===== src/rtl/core/ppba_ram.sv =====
// Generic single-port RAM with registered read.
module ppba_ram #(
    parameter int unsigned WIDTH = 8,
    parameter int unsigned DEPTH = 32
) (
    input  logic                     i_clk,
    input  logic                     i_we,
    input  logic [$clog2(DEPTH)-1:0] i_addr,
    input  logic [WIDTH-1:0]         i_wdata,
    output logic [WIDTH-1:0]         o_rdata
);
    logic [WIDTH-1:0] r_mem [DEPTH];

    always_ff @(posedge i_clk) begin
        if (i_we) begin
            r_mem[i_addr] <= i_wdata;
        end
        o_rdata <= r_mem[i_addr];
    end
endmodule


===== config.mk =====
export PLATFORM = sky130hd
export DESIGN_NAME = ppba_ram
export DESIGN_NICKNAME = d
export VERILOG_FILES = /design/src/rtl/core/ppba_ram.sv
export SDC_FILE = /design/constraint.sdc
export NUM_CORES = 1
export LEC_CHECK = 0
export BUFFER_PORTS_ARGS = -buffer_cell sky130_fd_sc_hd__buf_2
export CORE_ASPECT_RATIO = 0.7
export CORE_MARGIN = 10
export CORE_UTILIZATION = 50
export DETAILED_ROUTE_END_ITERATION = 8
export HOLD_SLACK_MARGIN = 0.05
export PLACE_DENSITY = 0.66
export REMOVE_ABC_BUFFERS = 1
export SLEW_MARGIN = 15
export SYNTH_ARGS = -nofsm -noshare
export SYNTH_HDL_FRONTEND = slang
export SYNTH_SLANG_ARGS = --single-unit

===== constraint.sdc =====
create_clock -name i_clk -period 2.4 [get_ports i_clk]
set_input_delay 0.12 -clock i_clk [delete_from_list [all_inputs] [get_ports i_clk]]
set_output_delay 0.12 -clock i_clk [all_outputs]
set_load 0.01 [all_outputs]

Word-level counts from Yosys, hierarchy flattened --
Memory sizes are Yosys's and may differ from the RTL's. A register that Yosys moved wholly into a read port is not among the register bits. Cells that the tools add are included.
Storage, ports and cells: bits in writable memories 256, flip-flop bits (word level) 0, logic and storage cells 3, output and inout port bits 8, memories 1
Memory list:
- r_mem | words 32, bits a word 8, read ports 1, clocked after Yosys merged registers in 1, write ports 1, RTL line 12 | logic [WIDTH-1:0] r_mem [DEPTH];
Operators by class: multiplexer cells 2
Operator list (number):
- $mux 1 | 2

Longest topological paths before layout --
Gate-level depths: netlist of run 1.
depth in word-level cells 2, mapped depth 7

Worst setup path after synthesis of run 1 --
No wires, ideal clock.
path kind input to register, start point input port i_addr[1], end point memory r_mem[27][0] (enable), path buffers 3, data required time 2.017 ns, arrival 1.564 ns, cell stages on the path 5, setup slack 0.452 ns, cells stage by stage clkbuf_1 buf_2 buf_2 nand3_1 nor3_1
RTL lines:
- start, declared | RTL line 8 | input logic [$clog2(DEPTH)-1:0] i_addr,
- end, declared | RTL line 12
Straight into the memory's write port.

==> metrics, run 1 <==
status=finished, final reports clean; CP cell instances=buf_6 -> buf_4 -> mux2i_1 -> o22ai_1 -> nor4_1 -> nand2_1; nets@finish=651; VDD IR-drop max=0.000582 V; clk_lat worst skew=0.52 ns; All-Layer GR Usage=0.166; First-pass DRT Iterations=5; delay-heaviest family, CP=buffers and inverters; DR WL/cell=24.0 um; Max H-tree Level=1; ys flop type=edfxtp_1; Leak=4.10 nW; placed cells=879; global route total overflow=0; Die ar.=0.0266 sq mm; # DRC=0; overall power=9.47 mW; Starting DRT DRC Count=501; Yosys cell types=24; Critical Path RT=2.78 ns; Post-CTS Setup Inserts=0; clk sink count=264; Die W=191 um; Worst Skew=0.0106 ns; crit share post-route=0.701; initial core utilization=0.513; Slew @ Worst Pin=0.705 ns; post-route insts no fill=923; post-synthesis sequential area ratio=0.769; # IOs=23; Post-Syn Area=0.0102 sq mm; root buffer cell=clkbuf_16; HP Class=in2reg; Area Overhead vs Synth=14.4%; max frequency=594 MHz; P_sw=1.97 mW; internal cell power=7.51 mW; vias per cell=5.81; Die H=140 um; Comb pwr share=0.049; first-pass GRT wire length=33,800 um; ANT cells=0; CP max stage delay=0.53 ns; Post-synth EDFFs=256; Sum Neg Setup Slack=0 ns; worst rel slew slack=0.530; Final ANT Viol Nets=0; CP max FO=54; post-CTS sizing=0; share of layout cells above drive strength 1=0.168; Yosys reg bits=264; # setup viols final=0; Total Routed Length=22,200 um; Reg clk slew, reported paths=0.06 ns; Max clock buf depth=3; Final min period=1.68 ns; I/O Buffers=22; CTS tree=done; max-cap check violation count=0; PD cells=812 mW/mm^2; Avg Cell Area, Syn=17.7 sq um; yosys warns=0; crit end category=flop; Critical Path AT=2.07 ns; vias in the first global route=5,253; RSZ-0062 raised after global routing=false; final hold viol count=0; ys async rst share=0; CP Class=in2reg; CP Launch Type=primary input; hpwl dp=14,600 um; switching portion of total power=0.207; Std-Cell Rows=43; routed via count=5,360; Num CTS Buffers=25; fill cell count=1,506; hold_buf cts=0; initial antenna violation count=0; Placer Congestion=0.873; WP buf/inv=2; Slew Limit Fails=0; Critical-path top delay cell=nor4_1; largest net degree at the start of global routing=55; Placeable Area=0.0199 sq mm; clock power share=0.407; Gate Count Post-Synth=576; power share of the sequential group=0.544
## cells in the mapped netlist, types with 2 or more instances
| library cell | count | area share |
|---|---|---|
| edfxtp_1 | 256 | 0.75 |
| mux2i_1 | 128 | 0.13 |
| o22ai_1 | 63 | 0.039 |
| nor2_1 | 29 | 0.011 |
| buf_2 | 22 | 0.011 |
| nor4_1 | 16 | 0.0098 |
| nand2_1 | 10 | 0.0037 |
| clkbuf_1 | 8 | 0.0029 |
| dfxtp_1 | 8 | 0.016 |
| nand4bb_1 | 5 | 0.0055 |
| nand3b_1 | 4 | 0.0029 |
| nand4b_1 | 4 | 0.0034 |
| nor3_1 | 4 | 0.0020 |
| or4b_1 | 4 | 0.0039 |
| or3b_2 | 3 | 0.0026 |
| buf_1 | 2 | 0.00074 |
| buf_6 | 2 | 0.0022 |
| nand3_1 | 2 | 0.00098 |
## layer usage
layer	track usage	routed length (um)
met1	0.267	10900
met2	0.230	9260
met3	0.0280	1770
met4	0.0273	254
met5	0	0
## final timing paths
| kind | from | endpoint | slack [ns] | depth (start not counted) |
|---|---|---|---|---|
| setup / recovery | i_addr[1] | o_rdata[4] | 0.72 | 6 |
| hold / removal | i_wdata[7] | r_mem[25][7] | 0.14 | 1 |
| setup reg to reg | r_mem[7][7] | o_rdata[7] | 0.80 | 4 |
| hold reg to reg | r_mem[30][6] | o_rdata[6] | 0.66 | 4 |
## cell usage in the layout, fill, tap and decap left out, drive strengths merged, types with 2 or more instances in the layout
master,synthesis,final
dfxtp,8,8
buf,26,68
nand4b,4,4
nand3b,4,4
nand3,2,2
nand2,10,10
clkbuf,9,25
edfxtp,256,256
or4b,4,4
nor3,4,4
clkinv,0,13
bufinv,0,3
nor4,16,16
nor2,29,29
or3b,3,3
o22ai,64,64
clkinvlp,0,3
mux2i,128,128
nand4bb,5,5
## state kept, by name, summed over array words and instances, names as in the netlist
register  count
o_rdata       8
r_mem       256
## per-stage QoR
stage	util	hold slack, ns	setup WS [ns]	cell area [sq um]
2_1_floorplan	-	0.219	0.738	10000
3_3_place_gp	0.546	0.533	0.253	10900
3_5_place_dp	0.546	0.538	0.238	10900
4_1_cts	0.586	0.130	0.788	11700
5_1_grt	0.586	0.156	0.602	11700
6_report	0.586	0.139	0.717	11700
## kinds of logic (layout without fill, tap and decap cells)
kind of cell | count (synthesis) | count (layout) | synth area share
AO/OA/AOI/OAI | 64 | 64 | 0.0398
buffers and inverters | 35 | 112 | 0.0172
flip-flops | 264 | 264 | 0.769
multiplexers | 128 | 128 | 0.126
AND/OR/NAND/NOR | 85 | 85 | 0.0485
## power by group through the flow
stage	sequential [mW]	clock, mW	combinational [mW]
after CTS	5.15	3.92	0.465
after global routing	5.15	4.11	0.498
final	5.15	3.86	0.462
after floorplan	5.25	0	0.173
after detailed placement	5.25	0	0.465
after global placement	5.25	0	0.453
## area by class of cell
| class | count | area (sq um) | area share |
|---|---|---|---|
| Clock buffer | 25 | 626 | 0.0536 |
| Timing Repair Buffer | 68 | 499 | 0.0428 |
| Tap cell | 270 | 338 | 0.0289 |
| Sequential cell | 264 | 7850 | 0.672 |
| Clock inverter | 19 | 178 | 0.0152 |
| Multi-Input combinational cell | 277 | 2180 | 0.187 |
Power figures use the tool's default switching activity.
==> run 2, diff against run 1 <==
Settings changed: PLACE_DENSITY 0.66 to 0.69.
Clock period 2.4 ns to 1.5 ns, I/O delays scaled along.
==> run 2 against run 1 <==
Worst setup slack got worse by 0.69 ns. Via count increased by 8.1%. Combinational power increased by 95%. Non-clock buffer count increased by 61. Clock skew decreased by 0.0034 ns. Die area unchanged. Critical endpoint is now o_rdata[0]. Largest power group unchanged.
==> metrics, run 2 (synthesized netlist as in run 1, its figures left out) <==
Largest Register=r_mem; CP Class=reg2reg; crit end category=flop; most common cell after layout, fill and taps aside=edfxtp_1; DR WL/cell=24.3 um (+0.99%); largest net degree at the start of global routing=33 (-40%); CTS tree=done; vias in the first global route=5,660 (+7.7%); final hold viol count=0 (unchanged); hpwl dp=16,100 um (+10%); First-pass DRT Iterations=5 (unchanged); RSZ-0062 raised after global routing=true; Setup WS pre-CTS=-0.282 ns (-0.520 ns); post-placement cell area=0.0113 sq mm (+4.3%); post-route insts no fill=985 (+6.7%); status=finished, final reports clean; Post-CTS Setup Inserts=0 (unchanged); Hold WS=0.0912 ns (-0.0476 ns); # setup viols final=0 (unchanged); Area Overhead vs Synth=19.6%; Critical Path AT=1.89 ns (-0.18 ns); Reg clk slew, reported paths=0.06 ns (about the same); clk_lat worst skew=0.52 ns (about the same); most frequent cells in the layout=256 x edfxtp_1, 127 x mux2i_1, 95 x buf_4; nets@finish=712 (+9.4%); Num CTS Buffers=25 (unchanged); Die ar.=0.0266 sq mm (unchanged); share of layout cells above drive strength 1=0.236 (+0.0679); crit path from=r_mem[19][0]; max FFs per register=256 (unchanged); Starting DRT DRC Count=762 (+52%); Die H=140 um (unchanged); Worst R2R Setup Slack=0.02 ns (-0.78 ns); vias per cell=5.88 (+1.3%); Die W=191 um (unchanged); fill cell count=1,425 (-5.4%); largest registers=r_mem: 256 flops, o_rdata: 8 flops; global route total overflow=0 (unchanged); initial core utilization=0.513 (unchanged); worst rel slew slack=0.535 (+0.00513); Slew Limit Fails=0 (unchanged); ANT cells=0 (unchanged); root buffer cell=clkbuf_16; R2R cell count=5 (+1); clk sink count=264 (unchanged); Final ANT Viol Nets=0 (unchanged); CP Launch Type=flop; # IOs=23 (unchanged); VDD IR-drop max=0.00137 V (+140%); PnR worst setup slack=0.0226 ns (-0.695 ns); HP Class=in2reg; max frequency=677 MHz; fin util=0.613 (+0.0269); Max H-tree Level=1 (unchanged); Critical Path RT=1.91 ns (-0.87 ns); max-cap check violation count=0 (unchanged); Slew @ Worst Pin=0.697 ns (-0.00770 ns); Std-Cell Rows=43 (unchanged); routed via count=5,792 (+8.1%); initial antenna violation count=0 (unchanged); overall power=15.2 mW (+60%); PD cells=1240 mW/mm^2 (+53%); CP max FO=1 (-98%); first-pass GRT wire length=36,000 um (+6.6%); Total Routed Length=23,900 um (+7.8%); Final min period=1.48 ns; FF/Latch Area=0.00785 sq mm (unchanged); Sum Neg Setup Slack=0 ns (unchanged); I/O Buffers=22 (unchanged); Max clock buf depth=3 (unchanged); worst setup path endpoint=o_rdata[0]; placed cells=935 (+6.4%); Final Cell Area=0.0122 sq mm (+4.6%); All-Layer GR Usage=0.177 (+0.0114); Placeable Area=0.0199 sq mm (unchanged); crit share post-route=0.985; Worst Skew=0.00719 ns (-0.00341 ns); Leak=4.39 nW (+7.3%); multi-input logic area=0.00222 sq mm (+1.7%); Placer Congestion=0.876 (+0.32%); reg2reg end=o_rdata[0]; # DRC=0 (unchanged); Reg2Reg Launch Point=r_mem[19][0]
[run 2: worst min path at each step]
stage                     startpoint            to  depth (start not counted)  slack [ns]
after floorplan           i_wdata[0]   r_mem[0][0]                          0        0.17
after global placement    o_rdata[6]    o_rdata[6]                          1        0.48
after detailed placement  o_rdata[6]    o_rdata[6]                          1        0.48
after CTS                 i_wdata[7]  r_mem[21][7]                          1        0.08
after global routing      i_wdata[7]  r_mem[21][7]                          1        0.12
final                     i_wdata[7]  r_mem[21][7]                          1        0.09
[run 2: critical path, stage by stage, from the launching register on]
cell and delay (ns):
edfxtp_1 0.36, mux2i_1 0.22, o22ai_1 0.13, nor4_1 0.42, buf_4 0.19, nand2_1 0.04
[run 2: per-layer routing]
metal	vias to the layer above	wire, um	share of wire	GRT usage
met2	260	10100	0.42	0.241
met4	0	378	0.016	0.0326
li1	2564	-	-	-
met1	2937	11300	0.47	0.285
met5	-	0	0	0
met3	31	2130	0.089	0.0359
[run 2: cell type report]
type	count	area share
Clock buffer	29	0.0525
Clock inverter	16	0.0115
Multi-Input combinational cell	277	0.182
Sequential cell	264	0.643
Tap cell	270	0.0277
Timing Repair Buffer	129	0.0835
[run 2: where the power goes]
group | internal, mW | leakage, nW | switching [mW]
sequential | 8.20 | 2.37 | 0.0418
combinational | 0.366 | 1.64 | 0.533
clock | 3.41 | 0.378 | 2.61
total | 12.0 | 4.39 | 3.18
[run 2: timing repair]
action                     in CTS  in global routing
hold buffers                    5                  0
hold endpoints to repair       59                  0
setup endpoints to repair       1                  3
resized for setup               2                  4
==> run 3, diff against run 2 <==
Settings changed: CORE_ASPECT_RATIO 0.7 to 0.75.
==> run 3 against run 2 <==
Non-clock buffer count is 14 lower. Maximum frequency rose by 1.6%. Worst setup slack better by 0.024 ns. Flip-flop and latch count is the same. Via count is 3.0% lower. Wire length down 5.1%. Critical path depth shrank 1. Clock power increased by 12%. Final area hardly changed. Register-to-register slack improved by 0.02 ns. Largest cell class unchanged. Die area is 0.12% lower. Worst hold slack improved by 0.0079 ns.
==> metrics, run 3 (synthesized netlist as in run 1, its figures left out) <==
vias per cell=5.86 (-0.43%); max-cap check violation count=0 (unchanged); final hold viol count=0 (unchanged); Starting DRT DRC Count=757 (-0.66%); nets@finish=698 (-2.0%); Reg clk slew, reported paths=0.07 ns (about the same); Setup WS pre-CTS=-0.352 ns (-0.0700 ns); FF/Latch Area=0.00785 sq mm (unchanged); Final ANT Viol Nets=0 (unchanged); I/O Buffers=22 (unchanged); # setup viols final=0 (unchanged); Leak=4.39 nW (about the same); CP cell instances=mux2i_1 -> o22ai_1 -> nor4_1 -> nand2_1; global route total overflow=0 (unchanged); most common cell after layout, fill and taps aside=edfxtp_1; status=finished, final reports clean; Worst R2R Setup Slack=0.05 ns (+0.02 ns); multi-input logic area=0.00220 sq mm (-0.85%); post-route insts no fill=960 (-2.5%); Critical-path top delay cell=nor4_1; share of layout cells above drive strength 1=0.233 (-0.00384); # IOs=23 (unchanged); Die H=144 um (+3.0%); All-Layer GR Usage=0.172 (-0.00513); delay-heaviest family, CP=simple AND/OR/NAND/NOR gates; CP Launch Type=flop; CP max stage delay=0.50 ns (+0.08 ns); fill cell count=1,463 (+2.7%); HP Class=in2reg; Critical Path RT=1.91 ns (about the same); initial antenna violation count=0 (unchanged); CTS tree=done; hpwl dp=15,300 um (-5.0%); crit share post-route=0.969 (-0.0157); Placeable Area=0.0202 sq mm (+1.3%); post-placement cell area=0.0113 sq mm (-0.46%); RSZ-0062 raised after global routing=false; First-pass DRT Iterations=5 (unchanged); Max clock buf depth=3 (unchanged); CP Class=reg2reg; WP buf/inv=0 (-1); routed via count=5,621 (-3.0%); Final min period=1.45 ns (-0.0236 ns); DR WL/cell=23.6 um (-2.6%); initial core utilization=0.506 (-0.00636); clk_lat worst skew=0.53 ns (about the same); worst rel slew slack=0.547 (+0.0123); root buffer cell=clkbuf_16; overall power=15.8 mW (+4.5%); Std-Cell Rows=45 (+4.7%); CP max FO=1 (unchanged); # DRC=0 (unchanged); largest net degree at the start of global routing=33 (unchanged); max frequency=688 MHz (+1.6%); crit end category=flop; vias in the first global route=5,605 (-0.97%); Critical Path AT=1.86 ns (-0.03 ns); max FFs per register=256 (unchanged); first-pass GRT wire length=34,200 um (-5.0%); Sum Neg Setup Slack=0 ns (unchanged); Total Routed Length=22,700 um (-5.1%); fin util=0.605 (-0.00792); placed cells=913 (-2.4%); PD cells=1300 mW/mm^2 (+4.5%); Num CTS Buffers=25 (unchanged); PnR worst setup slack=0.0462 ns (+0.0236 ns); Placer Congestion=0.924 (+5.6%); clk sink count=264 (unchanged); Hold WS=0.0991 ns (+0.00787 ns); Slew Limit Fails=0 (unchanged); most frequent cells in the layout=256 x edfxtp_1, 128 x mux2i_1, 82 x buf_4; Final Cell Area=0.0122 sq mm (about the same); Slew @ Worst Pin=0.679 ns (-0.0185 ns); Die W=185 um (-3.0%); Die ar.=0.0266 sq mm (-0.12%); Area Overhead vs Synth=19.5% (about the same); Max H-tree Level=1 (unchanged); largest registers=r_mem: 256 flops, o_rdata: 8 flops; Worst Skew=0.0241 ns (+0.0169 ns); Largest Register=r_mem; VDD IR-drop max=0.000948 V (-31%)
run 3: layer usage:
metal / part of all wire / vias up / track usage
met1: 0.49 / 2839 / 0.266
met4: 0.013 / 0 / 0.0303
met2: 0.43 / 217 / 0.247
li1: - / 2536 / -
met5: 0 / - / 0
met3: 0.076 / 29 / 0.0333
run 3: repair_timing:
item	CTS	global route
buffers inserted	0	0
hold endpoints to repair	32	0
hold buffers	1	0
endpoints found under the setup margin	1	2
gates resized for setup	1	2
run 3: path summary, 6_finish.rpt:
| path | from | end | depth (start not counted) |
|---|---|---|---|
| worst max-delay path | r_mem[2][2] | o_rdata[2] | 4 |
| worst min-delay path | i_wdata[7] | r_mem[29][7] | 1 |
| worst max register to register | r_mem[2][2] | o_rdata[2] | 4 |
| worst min register to register | r_mem[4][6] | o_rdata[6] | 4 |
run 3: final cells by class:
class,count,area share
Tap cell,258,0.0265
Sequential cell,264,0.643
Multi-Input combinational cell,277,0.180
Clock inverter,20,0.0211
Clock buffer,25,0.0513
Antenna cell,1,0.000205
Timing Repair Buffer,115,0.0772
run 3: power by group:
group          total (mW)  internal [mW]  switching (mW)
combinational       0.862          0.350           0.512
sequential           8.24           8.20          0.0421
clock                6.74           4.08            2.66
run 3: worst reg2reg max path: stages (launching register included):
cell	delay, ns
edfxtp_1	0.37
mux2i_1	0.25
o22ai_1	0.14
nor4_1	0.51
nand2_1	0.09
